===== src/rtl/stbs_pkg.sv =====
`timescale 1ns / 1ps
// ----------------------------------------------------------------------------
// stbs_pkg
// Shared constants and controller/datapath interface types for the sorted
// table binary search block.
// ----------------------------------------------------------------------------
package stbs_pkg;

	localparam int DATA_W          = 32;
	localparam int IDX_W           = 8;
	localparam int CNT_W           = 9;
	localparam int TABLE_DEPTH_DEF = 256;

	localparam logic [CNT_W-1:0] CNT_RESET = CNT_W'(1);

	// input beat mode codes
	localparam logic MODE_WRITE  = 1'b0;
	localparam logic MODE_SEARCH = 1'b1;

	// controller -> datapath
	typedef struct packed {
		logic wr_en;     // table write beat
		logic start;     // search beat, load range and key
		logic rd_en;     // read probed entry
		logic step;      // compare and narrow range
		logic load_out;  // move result to output register
	} cmd_t;

	// datapath -> controller
	typedef struct packed {
		logic zero;  // effective entry count is zero
		logic hit;   // probed entry equals key
		logic last;  // range holds one entry
	} sts_t;

endpackage


===== src/rtl/stbs_ctrl.sv =====
`timescale 1ns / 1ps
// ----------------------------------------------------------------------------
// stbs_ctrl
// Sequencer for the search: accepts beats, issues probe reads and compare
// steps, and owns the output valid.
// ----------------------------------------------------------------------------
module stbs_ctrl (
	input  logic            clk,
	input  logic            arst_n,
	input  logic            in_valid,
	output logic            in_stall,
	input  logic            mode,
	output logic            out_valid,
	input  logic            out_stall,
	input  stbs_pkg::sts_t  sts,
	output stbs_pkg::cmd_t  cmd
);

	typedef enum logic [3:0] {
		ST_IDLE   = 4'b0001,
		ST_PROBE  = 4'b0010,
		ST_CMP    = 4'b0100,
		ST_FINISH = 4'b1000
	} state_t;

	state_t state_q, state_d;
	logic   out_valid_q;
	logic   accept;
	logic   out_free;

	assign accept    = in_valid && (state_q == ST_IDLE);
	assign out_free  = !out_valid_q || !out_stall;
	assign in_stall  = (state_q != ST_IDLE);
	assign out_valid = out_valid_q;

	always_comb begin
		state_d      = state_q;
		cmd          = '0;
		cmd.wr_en    = accept && (mode == stbs_pkg::MODE_WRITE);
		cmd.start    = accept && (mode == stbs_pkg::MODE_SEARCH);
		unique case (state_q)
			ST_IDLE: begin
				if (accept && (mode == stbs_pkg::MODE_SEARCH)) begin
					state_d = sts.zero ? ST_FINISH : ST_PROBE;
				end
			end
			ST_PROBE: begin
				cmd.rd_en = 1'b1;
				state_d   = ST_CMP;
			end
			ST_CMP: begin
				cmd.step = 1'b1;
				state_d  = (sts.hit || sts.last) ? ST_FINISH : ST_PROBE;
			end
			ST_FINISH: begin
				if (out_free) begin
					cmd.load_out = 1'b1;
					state_d      = ST_IDLE;
				end
			end
			default: begin
				state_d = ST_IDLE;
			end
		endcase
	end

	always_ff @(posedge clk or negedge arst_n) begin
		if (!arst_n) begin
			state_q     <= ST_IDLE;
			out_valid_q <= 1'b0;
		end else begin
			state_q <= state_d;
			if (cmd.load_out) begin
				out_valid_q <= 1'b1;
			end else if (!out_stall) begin
				out_valid_q <= 1'b0;
			end
		end
	end

	a_cmp_after_probe: assert property (@(posedge clk) disable iff (!arst_n)
		(state_q == ST_CMP) |-> ($past(state_q) == ST_PROBE))
		else $error("compare without a preceding probe read");

	a_load_slot_free: assert property (@(posedge clk) disable iff (!arst_n)
		cmd.load_out |-> (!out_valid_q || !out_stall))
		else $error("result loaded over an untaken beat");

	a_search_starts: assert property (@(posedge clk) disable iff (!arst_n)
		(cmd.start && !sts.zero) |=> (state_q == ST_PROBE))
		else $error("search did not start probing");

endmodule


===== config.mk =====
export PLATFORM = sky130hd
export DESIGN_NAME = stbs_ctrl
export DESIGN_NICKNAME = d
export VERILOG_FILES = /design/src/rtl/stbs_pkg.sv /design/src/rtl/stbs_ctrl.sv
export SDC_FILE = /design/constraint.sdc
export NUM_CORES = 1
export LEC_CHECK = 0
export ABC_AREA = 1
export BUFFER_PORTS_ARGS = -buffer_cell sky130_fd_sc_hd__buf_4
export CAP_MARGIN = 20
export CORE_AREA = 2 2 39 41
export CTS_BUF_LIST = sky130_fd_sc_hd__clkbuf_16
export CTS_CLUSTER_DIAMETER = 150
export DETAILED_ROUTE_END_ITERATION = 6
export DIE_AREA = 0 0 41 43
export GPL_ROUTABILITY_DRIVEN = 0
export GPL_TIMING_DRIVEN = 0
export PLACE_DENSITY = 0.54
export REMOVE_ABC_BUFFERS = 1
export SYNTH_ARGS = -nofsm -noshare
export SYNTH_HDL_FRONTEND = slang
export SYNTH_SLANG_ARGS = --single-unit
export TNS_END_PERCENT = 5

===== constraint.sdc =====
create_clock -name clk -period 1.4 [get_ports clk]
set_input_delay 0 -clock clk [delete_from_list [all_inputs] [get_ports clk]]
set_output_delay 0 -clock clk [all_outputs]
set_load 0.01 [all_outputs]

==> summary.txt, run 1 <==
Worst setup path
  • Reg-to-Reg Start: state_q[0]
  • Worst EP arrival: 1.29 ns
  • Worst Setup Start Kind: flop
  • Reg2Reg Depth: 6
  • Worst-path cell chain: inv_1, nor2_2, nand2_2, nor3_2, buf_4
  • Slowest library cell on the worst path: dfstp_2
  • FF-to-FF End: state_q[1]
  • Crit path largest cell delay: between 0.5 and 0.6 ns
  • Critical Path RT: between 1 and 1.5 ns
  • R2R Setup Slk: 0.31 ns
  • Crit path capture type: output port
  • Crit path kind: reg -> out
  • Worst Path Max Fanout: 4

Yosys
  • Syn Inst Count: 50
  • Cell area after synthesis: 328 um^2
  • YS warnings: 0
  • Yosys cell types: 12
  • Synthesized flop and latch total: 5
  • Synth Area per Inst: around 6.6 um^2
  • Seq/Total Area, Yosys: 0.385

Floorplanning
  • Die H: around 43 um
  • Die area: 0.00176 mm^2
  • Die span in x: 41 um
  • Core footprint: 0.00138 mm^2
  • Initial Util: 0.237
  • IO Pins: 15
  • Row count: 14

CTS
  • Clock Sinks: 5
  • Post-CTS setup buffer count: 0
  • CTS root buffer: clkbuf_16
  • Clk pin slew, worst setup/hold paths: 0.03 ns
  • H-tree depth: 1
  • CTS Buf Count: 3
  • CTS tree: built
  • Worst skew pair latency: roughly 0.22 ns
  • Clock Path Buffers: 2

Final layout
  • Synth-to-layout area growth: 69.1%
  • Share of cells above drive strength 1: 0.391
  • Diodes inserted: 0
  • Final nets: 78
  • Fin cells: 85

Worst hold path
  • Worst Hold Depth: 3
  • Worst Hold Path EP: out_valid
  • Worst min path class: in -> reg
  • Hold_sp: out_stall

Drt
  • WL met3: 3 um
  • Max layer used: met3
  • DR WL/cell: between 9 and 10 um
  • Routed length on met2: 446 um
  • Met1 wire length: 331 um
  • Total Wirelength: 781 um
  • Via density: 3.99
  • # DRC: 0
  • Via Count: 339
  • DRT iter0 DRCs: 2
  • Number of antenna-violating nets in the routed design: 0
  • DRT Pass-1 Iters: 4

Timing
  • Clock Skew: 0.00187 ns
  • Max Slew Vio Count: 0
  • Setup ws final: 0.109 ns
  • Final Hold Viols: 0
  • Slew HR: 0.855
  • Pin slew with the least headroom to its limit: between 0.2 and 0.25 ns
  • Fmax: 774 MHz
  • RSZ-0062 raised after global routing: no
  • Fin Hold WS: ~0.034 ns
  • Fin crit period: 1.29 ns
  • Setup TNS: 0 ns
  • Final worst path period share: 0.922
  • Finish-stage setup viols: 0

Placement
  • Worst slack, placed: 0.268 ns
  • Placed cells: 80
  • HPWL Detailed: 596 um
  • Port-buffer cells: 14

Global route
  • Total gr overflow: 0
  • Largest net degree at the start of global routing: 6
  • First-pass GRT wire length: 1270 um
  • Vias in the first global route: 342
  • Initial antenna violation count: 0
  • Gr usage total: 0.109

Power and ir drop
  • VDD IR max: roughly 1100 uV
  • Pleak: 0.341 nW
  • PD cells: 2170 mW/mm^2

Job
  • Maxcap violations: 0

Run status
  • Status: completed
## where the power goes
part | switching [W] | total [W] | leakage (nW) | internal (W)
Sequential | 0.0000499 | 0.000259 | 0.0647 | 0.000209
Clock | 0.0000871 | 0.000456 | 0.0423 | 0.000369
Combinational | 0.000284 | 0.000490 | 0.234 | 0.000207
Total | 0.000421 | 0.00121 | 0.341 | 0.000785
## worst max path at each step
stage | start | to | slack (ns) | depth (start not counted)
after floorplan | state_q[0] | cmd[3] | 0.32 | 4
after global placement | state_q[0] | cmd[3] | 0.29 | 5
after detailed placement | state_q[0] | cmd[3] | 0.27 | 5
after CTS | state_q[0] | cmd[3] | 0.02 | 5
after global routing | state_q[0] | cmd[4] | 0.01 | 5
final | state_q[0] | cmd[4] | 0.11 | 5
## per-layer routing
| metal | up-vias | GRT usage |
|---|---|---|
| li1 | 187 | - |
| met1 | 150 | 0.125 |
| met2 | 2 | 0.172 |
| met3 | 0 | 0.0157 |
| met4 | 0 | 0.0800 |
| met5 | - | 0 |
## logic make-up after synthesis
logic type,Yosys count,share of synthesized area
AOI/OAI and AO/OA,3,0.0573
buffers and inverters,14,0.160
DFF,5,0.386
and+or+nand+nor,28,0.397
## critical path, delay by kind of cell, from the launching register on
kind / cells / cell delay [ns]
buffers and inverters: 2 / 0.20
DFF: 1 / 0.54
and+or+nand+nor: 3 / 0.33
## metrics by stage
stage	cell area [um^2]	utilization	total power [W]
6_report	554	0.401	0.00121
5_1_grt	554	0.401	0.00130
4_1_cts	542	0.392	0.00121
3_5_place_dp	453	0.327	0.000734
3_3_place_gp	453	0.327	0.000725
2_1_floorplan	328	-	0.000563
## registers in the layout, indices dropped and copies added (netlist names)
name and flops:
state_q 4, out_valid 1
## what timing repair did
action	4_1_cts	5_1_grt
endpoints found under the setup margin	0	2
hold buffers	1	0
endpoints found under the hold margin	5	0
resized for setup	0	3
## cell usage after synthesis
cell type,n,share of area
nor2_1,4,0.046
nand2_1,10,0.11
nand2_2,1,0.019
dfrtp_1,4,0.31
nand3_1,6,0.092
o21ai_1,2,0.031
o21ai_2,1,0.027
nand4_1,1,0.019
inv_1,14,0.16
nor2_2,4,0.076
dfstp_2,1,0.080
nor3_1,2,0.031
## cell type report
| class | instances | area (um^2) |
|---|---|---|
| clock buffers | 3 | 75.1 |
| fillers | 153 | 830 |
| repair buffers | 15 | 115 |
| well taps | 16 | 20.0 |
| inverters | 14 | 52.6 |
| flip-flops and latches | 5 | 126 |
| multi-input cells | 31 | 161 |
| clock inverters | 1 | 3.75 |
## cell usage in the layout (no fill, tap or decap)
cell type / synthesis / final
nor2_2: 4 / 5
nand3_1: 6 / 6
o21ai_1: 2 / 2
nand2_2: 1 / 1
o21ai_2: 1 / 1
dfrtp_1: 4 / 4
nor3_2: 0 / 2
dfstp_2: 1 / 1
nor2_1: 4 / 3
dlygate4sd3_1: 0 / 1
clkbuf_16: 0 / 3
inv_1: 14 / 15
buf_4: 0 / 14
nand4_1: 1 / 1
nand2_1: 10 / 10
Note: power is estimated with default switching activity, not from simulation.
==> run 2, diff against run 1 <==
- GPL_TIMING_DRIVEN: 0 -> unset
==> summary.txt, run 2 (same netlist as run 1, synthesis figures left out) <==
Global route
  • Initial antenna violation count: 0
  • Largest net degree at the start of global routing: 6
  • Vias in the first global route: 321
  • First-pass GRT wire length: 1200 um
  • Total gr overflow: 0
  • Gr usage total: 0.102

CTS
  • H-tree depth: 1
  • CTS tree: built
  • Clock Sinks: 5
  • CTS Buf Count: 3
  • CTS root buffer: clkbuf_16
  • Post-CTS setup buffer count: 0
  • Clock Path Buffers: 2
  • Worst skew pair latency: 0.22 ns
  • Clk pin slew, worst setup/hold paths: approximately 0.03 ns

Floorplanning
  • Initial Util: 0.237
  • Die span in x: 41 um
  • Row count: 14
  • IO Pins: 15
  • Die area: 0.00176 mm^2
  • Core footprint: 0.00138 mm^2
  • Die H: about 43 um

Placement
  • HPWL Detailed: 595 um
  • Port-buffer cells: 14
  • Area post-placement: 453 um^2
  • Worst slack, placed: 0.281 ns
  • Placed cells: 80

Worst setup path
  • Worst EP arrival: ~1.3 ns
  • Worst Path Max Fanout: 4
  • Slowest library cell on the worst path: dfstp_2
  • Crit path capture type: output port
  • R2R Setup Slk: 0.31 ns
  • Crit path kind: reg -> out
  • Worst Setup Start Kind: flop
  • Worst-path cell chain: inv_1, nor2_2, nand2_2, nor3_2, buf_4
  • Critical Path RT: about 1.4 ns
  • Crit path largest cell delay: 0.54 ns

Power and ir drop
  • Sw frac: 0.344
  • Logic pwr share: 0.407
  • Reg power frac: 0.215
  • PD cells: 2160 mW/mm^2
  • P_int: 0.000784 W
  • VDD IR max: 1180 uV
  • P_sw: 0.000411 W
  • Clock power frac: 0.378
  • Pleak: 0.341 nW
  • Pwr Total: 0.00120 W

Final layout
  • Share of cells above drive strength 1: 0.391
  • Synth-to-layout area growth: 69.1%
  • Area of the multi-input gates: about 160 um^2
  • Diodes inserted: 0
  • Largest register by flop count: state_q
  • Register area: 126 um^2
  • Fin cells: 85
  • Final nets: 78
  • Filler cells: 152
  • Commonest non-fill, non-tap cell in the layout: inv_1
  • Highest-count cells in the layout ignoring fill and taps: inv_1 (15), buf_4 (14), nand2_1 (10)
  • Max reg flops: 4
  • Final instance area: 554 um^2

Job
  • Maxcap violations: 0

Timing
  • Final Hold Viols: 0
  • Fmax: 782 MHz
  • Max Slew Vio Count: 0
  • Finish-stage setup viols: 0
  • Fin crit period: 1.28 ns
  • RSZ-0062 raised after global routing: no
  • Slew HR: 0.844
  • Setup TNS: 0 ns
  • Setup ws final: 0.122 ns
  • Pin slew with the least headroom to its limit: roughly 0.23 ns
  • Final worst path period share: 0.913
  • Clock Skew: 0.0000593 ns

Drt
  • Number of antenna-violating nets in the routed design: 0
  • DRT Pass-1 Iters: 3
  • DR WL/cell: 8.25 um
  • DRT iter0 DRCs: 3
  • Total Wirelength: about 700 um
  • Via Count: 341
  • Via density: between 4 and 5
  • # DRC: 0

Run status
  • Status: completed

Worst hold path
  • Worst min path class: in -> reg
-- run 2: cell counts in the layout (fill, tap and decap cells not counted) --
Identical to the previous run, type by type.
-- run 2: area by class of cell --
class / instances / area share
timing repair buffer: 15 / 0.208
sequential: 5 / 0.228
inverter: 14 / 0.0948
multi-input combinational: 31 / 0.291
tap: 16 / 0.0361
clock buffer: 3 / 0.135
clock inverter: 1 / 0.00677
-- run 2: final timing paths --
path	from	end	cells past startpoint
setup / recovery	state_q[0]	cmd[4]	5
hold / removal	out_stall	out_valid	3
min in group asynchronous	arst_n	out_valid	2
setup reg to reg	state_q[0]	state_q[1]	6
hold reg to reg	out_valid	out_valid	2
max in group asynchronous	arst_n	state_q[0]	2
-- run 2: layer usage --
| layer | global-route usage | up-vias | share of wire |
|---|---|---|---|
| met3 | 0.0157 | 0 | 0.010 |
| met1 | 0.141 | 151 | 0.45 |
| li1 | - | 188 | - |
| met2 | 0.134 | 2 | 0.54 |
| met5 | 0 | - | 0 |
| met4 | 0.0800 | 0 | 0 |
-- run 2: per-stage QoR --
step	utilization	hold WS, ns
6_report	0.401	0.0269
5_1_grt	0.401	0.0646
3_5_place_dp	0.327	-0.196
3_3_place_gp	0.327	-0.196
4_1_cts	0.392	0.0309
2_1_floorplan	-	-0.296
-- run 2: what timing repair did --
action	CTS	global route
hold buffers	1	0
gates resized for setup	0	3
endpoints found under the setup margin	0	2
hold endpoints to repair	5	0
-- run 2: worst max-delay path: cells and delay by family (launching register included) --
family / cells / cell delay [ns]
buffers and inverters: 2 / 0.20
AND/OR/NAND/NOR: 3 / 0.32
flip-flops: 1 / 0.54
-- run 2: power groups by stage --
stage	Sequential (W)	Clock (W)	Combinational [W]
after floorplan	0.000255	0	0.000308
after global placement	0.000252	0	0.000475
after detailed placement	0.000256	0	0.000473
after CTS	0.000254	0.000461	0.000478
after global routing	0.000266	0.000468	0.000554
final	0.000257	0.000452	0.000487
